$ cat src/sv/nwom_pkg.sv
// nwom_pkg: shared constants and table functions for nth_weekday_of_month
// month tables, calendar reference, reciprocal for constant division by 25
// no dependencies
`timescale 1ns / 1ps
`default_nettype none

package nwom_pkg;

	// default and supported year width
	localparam int YEAR_W_DEF = 12;

	// config port geometry
	localparam int CFG_IDX_W  = 2;
	localparam int CFG_DATA_W = 4;

	localparam logic [CFG_IDX_W-1:0] REG_TARGET_MONTH   = 2'd0;
	localparam logic [CFG_IDX_W-1:0] REG_OCCURRENCE     = 2'd1;
	localparam logic [CFG_IDX_W-1:0] REG_TARGET_WEEKDAY = 2'd2;

	// calendar reference: 1 january 1850 was a tuesday
	localparam int BASE_YEAR    = 1850;
	localparam int BASE_WEEKDAY = 2;
	localparam int BASE_LEAPS   = (BASE_YEAR - 1) / 4 - (BASE_YEAR - 1) / 100
		+ (BASE_YEAR - 1) / 400;
	// weekday of jan 1 is (year + leaps_upto(year-1) + JAN_FIX) mod 7
	localparam int JAN_FIX = (BASE_WEEKDAY + 7 * (BASE_YEAR + BASE_LEAPS)
		- BASE_YEAR - BASE_LEAPS) % 7;

	// x / 25 as (x * RECIP_25) >> RECIP_SHIFT, exact for x below 43690
	localparam int RECIP_25    = 20972;
	localparam int RECIP_W     = 15;
	localparam int RECIP_SHIFT = 19;

	// width of the operand folded modulo 7
	localparam int MOD_IN_W = 18;

	// month length in a common year, 0 for codes that are no month
	function automatic logic [4:0] month_len(input logic [3:0] mo);
		logic [4:0] len;
		case (mo)
			4'd1:    len = 5'd31;
			4'd2:    len = 5'd28;
			4'd3:    len = 5'd31;
			4'd4:    len = 5'd30;
			4'd5:    len = 5'd31;
			4'd6:    len = 5'd30;
			4'd7:    len = 5'd31;
			4'd8:    len = 5'd31;
			4'd9:    len = 5'd30;
			4'd10:   len = 5'd31;
			4'd11:   len = 5'd30;
			4'd12:   len = 5'd31;
			default: len = 5'd0;
		endcase
		return len;
	endfunction

	// days before the month in a common year, modulo 7
	function automatic logic [2:0] month_off(input logic [3:0] mo);
		logic [2:0] off;
		case (mo)
			4'd1:    off = 3'd0;
			4'd2:    off = 3'd3;
			4'd3:    off = 3'd3;
			4'd4:    off = 3'd6;
			4'd5:    off = 3'd1;
			4'd6:    off = 3'd4;
			4'd7:    off = 3'd6;
			4'd8:    off = 3'd2;
			4'd9:    off = 3'd5;
			4'd10:   off = 3'd0;
			4'd11:   off = 3'd3;
			4'd12:   off = 3'd5;
			default: off = 3'd0;
		endcase
		return off;
	endfunction

	// modulo 7 by summing octal digits (8 is 1 mod 7)
	function automatic logic [2:0] mod7(input logic [MOD_IN_W-1:0] x);
		logic [5:0] dsum;
		logic [3:0] fold;
		dsum = 6'd0;
		for (int i = 0; i < MOD_IN_W / 3; i++) begin
			dsum = dsum + 6'(x[3*i +: 3]);
		end
		fold = 4'(dsum[5:3]) + 4'(dsum[2:0]);
		if (fold >= 4'd7) begin
			fold = fold - 4'd7;
		end
		return fold[2:0];
	endfunction

endpackage

`default_nettype wire

$ cat src/sv/nth_weekday_of_month.sv
// nth_weekday_of_month: five-stage pipeline giving the day of the n-th weekday in a month
// depends on nwom_pkg for month tables, calendar reference and modulo helpers
`timescale 1ns / 1ps
`default_nettype none

// Accepts one year every clock cycle (busy stays low). One done beat per
// accepted year, in order. Each year passes the five register stages:
// leap-count products, leap count, january weekday, month weekday, final
// compare. The receiver cannot stall, so each result is valid for exactly
// the one cycle that done is high. Configuration (month, occurrence,
// weekday) is written through wr_en / wr_index / wr_data by the user only
// while no year is in flight; the block does not enforce this. A month
// outside 1..12 or occurrence 0 yields day_of_month 0 with not_found set.
module nth_weekday_of_month
	import nwom_pkg::*;
#(
	parameter int YEAR_WIDTH = YEAR_W_DEF
) (
	input  wire logic                  clk,
	input  wire logic                  arst_n,
	// config write port
	input  wire logic                  wr_en,
	input  wire logic [CFG_IDX_W-1:0]  wr_index,
	input  wire logic [CFG_DATA_W-1:0] wr_data,
	// command side
	input  wire logic                  start,
	output logic                       busy,
	input  wire logic [YEAR_WIDTH-1:0] query_year,
	// result side
	output logic                       done,
	output logic [YEAR_WIDTH-1:0]      result_year,
	output logic [4:0]                 day_of_month,
	output logic                       not_found
);

	localparam int QW = YEAR_WIDTH - 2;          // year / 4
	localparam int HW = QW - 4;                  // year / 100
	localparam int PW = QW + RECIP_W;            // reciprocal product
	localparam logic [PW-1:0] RECIP = PW'(RECIP_25);
	localparam logic [YEAR_WIDTH-1:0] BASE_Y = YEAR_WIDTH'(BASE_YEAR);

	// config registers
	logic [3:0] target_month_q;
	logic [2:0] occurrence_q;
	logic [2:0] target_weekday_q;

	always_ff @(posedge clk or negedge arst_n) begin
		if (!arst_n) begin
			target_month_q   <= 4'd1;
			occurrence_q     <= 3'd1;
			target_weekday_q <= 3'd1;
		end else if (wr_en) begin
			case (wr_index)
				REG_TARGET_MONTH:   target_month_q   <= wr_data[3:0];
				REG_OCCURRENCE:     occurrence_q     <= wr_data[2:0];
				REG_TARGET_WEEKDAY: target_weekday_q <= wr_data[2:0];
				default: ;
			endcase
		end
	end

	// every cycle takes a beat
	assign busy = 1'b0;

	logic in_beat;
	assign in_beat = start && !busy;

	// valid bits
	logic valid_s1, valid_s2, valid_s3, valid_s4;

	always_ff @(posedge clk or negedge arst_n) begin
		if (!arst_n) begin
			valid_s1 <= 1'b0;
			valid_s2 <= 1'b0;
			valid_s3 <= 1'b0;
			valid_s4 <= 1'b0;
			done     <= 1'b0;
		end else begin
			valid_s1 <= in_beat;
			valid_s2 <= valid_s1;
			valid_s3 <= valid_s2;
			valid_s4 <= valid_s3;
			done     <= valid_s4;
		end
	end

	// stage 1: year/4 of year and year-1, times reciprocal of 25
	logic [YEAR_WIDTH-1:0] year_m1;
	logic [QW-1:0]         q4c, q4p;
	logic [YEAR_WIDTH-1:0] year_s1;
	logic [QW-1:0]         q4c_s1, q4p_s1;
	logic [PW-1:0]         prodc_s1, prodp_s1;

	assign year_m1 = query_year - YEAR_WIDTH'(1);
	assign q4c     = query_year[YEAR_WIDTH-1:2];
	assign q4p     = year_m1[YEAR_WIDTH-1:2];

	always_ff @(posedge clk) begin
		if (in_beat) begin
			year_s1  <= query_year;
			q4c_s1   <= q4c;
			q4p_s1   <= q4p;
			prodc_s1 <= PW'(q4c) * RECIP;
			prodp_s1 <= PW'(q4p) * RECIP;
		end
	end

	// stage 2: leap flag of the year, leap count up to the year before
	logic [HW-1:0]         q100c, q100p;
	logic [QW-1:0]         mul25c, leaps;
	logic                  leap, late;
	logic [YEAR_WIDTH-1:0] year_s2;
	logic [QW-1:0]         leaps_s2;
	logic                  leap_s2, late_s2;

	assign q100c  = prodc_s1[RECIP_SHIFT +: HW];
	assign q100p  = prodp_s1[RECIP_SHIFT +: HW];
	assign mul25c = (QW'(q100c) << 4) + (QW'(q100c) << 3) + QW'(q100c);
	// divisible by 4, and not by 100 unless by 400
	assign leap   = (year_s1[1:0] == 2'b00)
		&& ((q4c_s1 != mul25c) || (q100c[1:0] == 2'b00));
	assign leaps  = q4p_s1 - QW'(q100p) + QW'(q100p >> 2);
	assign late   = year_s1 > BASE_Y;

	always_ff @(posedge clk) begin
		if (valid_s1) begin
			year_s2  <= year_s1;
			leaps_s2 <= leaps;
			leap_s2  <= leap;
			late_s2  <= late;
		end
	end

	// stage 3: weekday of january 1
	logic [MOD_IN_W-1:0]   jan_sum;
	logic [2:0]            jan_wd;
	logic [YEAR_WIDTH-1:0] year_s3;
	logic [2:0]            jan_s3;
	logic                  leap_s3;

	assign jan_sum = MOD_IN_W'(year_s2) + MOD_IN_W'(leaps_s2) + MOD_IN_W'(JAN_FIX);
	assign jan_wd  = late_s2 ? mod7(jan_sum) : 3'(BASE_WEEKDAY);

	always_ff @(posedge clk) begin
		if (valid_s2) begin
			year_s3 <= year_s2;
			jan_s3  <= jan_wd;
			leap_s3 <= leap_s2;
		end
	end

	// stage 4: weekday of the month's first day, first matching date, month length
	logic [3:0]            wd_sum, wd_mod, wd_diff, wd_gap;
	logic [2:0]            first_day;
	logic [4:0]            mlen;
	logic                  cfg_ok;
	logic [YEAR_WIDTH-1:0] year_s4;
	logic [2:0]            first_s4;
	logic [4:0]            len_s4;
	logic                  ok_s4;

	always_comb begin
		wd_sum = 4'(jan_s3) + 4'(month_off(target_month_q))
			+ 4'(leap_s3 && (target_month_q >= 4'd3));
		wd_mod = (wd_sum >= 4'd7) ? (wd_sum - 4'd7) : wd_sum;
		// sunday is 7
		if (wd_mod == 4'd0) begin
			wd_mod = 4'd7;
		end
		wd_diff   = 4'(target_weekday_q) + 4'd7 - wd_mod;
		wd_gap    = (wd_diff >= 4'd7) ? (wd_diff - 4'd7) : wd_diff;
		first_day = wd_gap[2:0] + 3'd1;
		mlen      = month_len(target_month_q)
			+ 5'(leap_s3 && (target_month_q == 4'd2));
		cfg_ok    = (target_month_q >= 4'd1) && (target_month_q <= 4'd12)
			&& (occurrence_q != 3'd0);
	end

	always_ff @(posedge clk) begin
		if (valid_s3) begin
			year_s4  <= year_s3;
			first_s4 <= first_day;
			len_s4   <= mlen;
			ok_s4    <= cfg_ok;
		end
	end

	// stage 5: n-th occurrence date against month end
	logic [5:0] weeks, date;
	logic       hit;

	assign weeks = (6'(occurrence_q - 3'd1) << 3) - 6'(occurrence_q - 3'd1);
	assign date  = 6'(first_s4) + weeks;
	assign hit   = ok_s4 && (date <= 6'(len_s4));

	always_ff @(posedge clk) begin
		if (valid_s4) begin
			result_year  <= year_s4;
			day_of_month <= hit ? date[4:0] : 5'd0;
			not_found    <= !hit;
		end
	end

endmodule

`default_nettype wire
$ cat config.mk
export PLATFORM = sky130hd
export DESIGN_NAME = nth_weekday_of_month
export DESIGN_NICKNAME = d
export VERILOG_FILES = /design/src/sv/nwom_pkg.sv /design/src/sv/nth_weekday_of_month.sv
export SDC_FILE = /design/constraint.sdc
export NUM_CORES = 1
export LEC_CHECK = 0
export ABC_AREA = 1
export BUFFER_PORTS_ARGS = -buffer_cell sky130_fd_sc_hd__buf_2
export CAP_MARGIN = 20
export CORE_ASPECT_RATIO = 0.9
export CORE_MARGIN = 5
export CORE_UTILIZATION = 55
export CTS_CLUSTER_SIZE = 24
export DETAILED_ROUTE_END_ITERATION = 12
export GPL_ROUTABILITY_DRIVEN = 0
export PLACE_DENSITY = 0.72
export SYNTH_ARGS = -nofsm -noshare
export SYNTH_HDL_FRONTEND = slang
export SYNTH_SLANG_ARGS = --single-unit
$ cat constraint.sdc
create_clock -name clk -period 7.85 [get_ports clk]
set_input_delay 0 -clock clk [delete_from_list [all_inputs] [get_ports clk]]
set_output_delay 0 -clock clk [all_outputs]
set_load 0.1 [all_outputs]
==> reports/results.ini <==
[clocking]
root_buffer=clkbuf_16
insertion_delay_ns=0.42
cts_num_sinks=128
cts_buffer_depth=2
post_cts_buffers=0
cts_htree_levels=4
clkSlewWorstSetupHoldPaths_ns=0.06
cts_tree=yes
numCtsBuffers=17

[global_routing]
grt_overflow=0
grt.total_usage_pct=20.3
grt_max_degree=36
grt_pass1_wl_um=41500
antenna_found_initial=0
grt_pass1_vias=8769

[die]
core-area_um2=21800
ios=42
chipWidth_um=167
die_h_um=151
die-area_um2=25300
start_util_pct=56.2
rows=51

[setup_path]
worstPathRequired_ns=8.03
r2r.worst_path.cells=27
critical-path-top-delay-family=adder cells
cp_num_buf_inv=7
critical_path_class=in -> reg
max_stage_delay_ns=0.54
critPathMaxFanout=8
end_kind=flip-flop
path_common_cell=inv_1
rr_startpoint=target_month_q[0]
worst_path_max_delay_cell=fa_1
r2r-end=first_s4[2]
startpoint=query_year[7]
start_kind=input pin
cp-endpoint=prodp_s1[23]
cp.depth=27
reg2reg_setup_slack_ns=2.56
arrival_ns=6.05

[routing]
drt_iter0_markers=608
wirelength_um=24500
wl_per_cell_um=14.6
detail-route-antenna-nets=0
drc=0
dr.pass1.iters=5
via_per_inst=5.28
vias=8849

[timing]
worst_hold_slack_ns=0.0288
finalCritPeriodShare_pct=74.8
setup_viol=0
fmax_mhz=170
max_slew_margin_pct=37.1
hold_viol=0
drv_slew=0
rsz0062_at_grt=no
post-route-min-period_ns=5.87
tns_ns=0
skew_ns=0.00996
tightestPinTransition_ns=0.944

[synthesis]
async_reset_ff_share_pct=11.7
synth_edf_count=113
synth_warnings=0
synth_top_area_share_pct=27.8
synth.area.top_cells=edfxtp_1 (28%), ha_1 (22%), fa_1 (14%)
yosysSeqAreaShare_pct=30.9
synth_nets=1617
yosys_register_bits=128
synth_top_area_cell=edfxtp_1
syn_area_um2=12200
ys.flop_type=edfxtp_1
syn_area_per_cell_um2=9.45
ys_types=46
synthCells=1293

[finish]
final_area_um2=13600
syn2layout_area_growth_pct=11.1
utilization_pct=62.4
layout-drive-gt1-share_pct=7.22
fillers=1774
antenna_cells=0
ff_latch_area_um2=3770
multi_input_area_um2=7380
final_nets=1697

[placement]
hpwl_um=20000
post_dp_cell_area_um2=12800
portBuffers=40

[run_status]
run_status=finished, final reports clean

[run]
drv_cap=0

[hold_path]
hold_path_class=in -> async

==> metal layers <==
layer | wire (um) | share of wire, % | GRT usage, %
met2 | 11500 | 47 | 34.0
met5 | 0 | 0 | 0
met4 | 379 | 1.5 | 5.24
met3 | 1400 | 5.7 | 4.36
met1 | 11200 | 46 | 27.1
==> synth_stat cells, drive strengths merged, types with 2 or more instances <==
master and number:
nand2 208, a21boi 4, nand4 12, nand3b 3
nand3 62, dfrtp 12, a21oi 65, a31oi 6
nor3 12, o2111ai 2, a21o 12, o211ai 2
xor2 29, o21a 5, o21bai 5, xnor2 20
edfxtp 113, inv 282, o21ai 46, fa 86
ha 216, nor2 73, dfstp 3, or2 5
==> cell families (layout without fill, tap and decap cells) <==
group | Yosys count | count (layout) | share of synthesized area (%)
adders and majority gates | 302 | 302 | 36.2
buffers and inverters | 283 | 376 | 8.72
and+or+nand+nor | 379 | 379 | 13.5
DFF | 128 | 128 | 30.9
other | 1 | 1 | 0.0307
AOI/OAI and AO/OA | 151 | 151 | 6.96
xor gates and xnor gates | 49 | 49 | 3.70
==> worst min-delay path by stage <==
stage / startpoint / to / slack [ns]
final: arst_n / valid_s4 / 0.03
after global routing: arst_n / valid_s4 / 0.05
after CTS: arst_n / valid_s4 / 0.02
after detailed placement: arst_n / done / -0.06
after global placement: arst_n / done / -0.07
after floorplan: arst_n / done / -0.30
==> cell type report <==
class | instances | share of cell area, %
inverters | 282 | 7.80
well taps | 291 | 2.68
clock inverters | 15 | 1.10
repair buffers | 62 | 3.10
multi-input cells | 882 | 54.4
flip-flops and latches | 128 | 27.8
clock buffers | 17 | 3.13
==> placed cells by master (no fill, tap or decap), types with 40 or more instances in the layout <==
| cell type | count |
|---|---|
| inv_1 | 279 |
| fa_1 | 86 |
| nor2_1 | 71 |
| nand2_1 | 201 |
| nand3_1 | 58 |
| ha_1 | 216 |
| edfxtp_1 | 113 |
| buf_2 | 40 |
| o21ai_0 | 45 |
| a21oi_1 | 65 |
==> flip-flops by register name, indices dropped and copies added (netlist names), 6 cells and up <==
register and flops:
year_s2 12, year_s4 12, prodc_s1 6, result_year 12, year_s3 12, q4p_s1 10
prodp_s1 6, leaps_s2 10, year_s1 12
==> metrics by stage <==
| stage | setup slack [ns] | cells |
|---|---|---|
| 4_1_cts | 2.05 | 1677 |
| 3_5_place_dp | 2.20 | 1623 |
| 2_1_floorplan | 2.81 | 1293 |
| 3_3_place_gp | 2.33 | 1623 |
| 6_report | 1.98 | 1677 |
| 5_1_grt | 1.60 | 1677 |
==> timing repair <==
item                                   CTS  global route
resized for setup                        0             0
endpoints found under the hold margin   37             0
hold buffers                            22             0
setup endpoints to repair                0             0
Power is not shown: default switching activity piles up to over one toggle a cycle in this logic, so the estimate is an artifact.
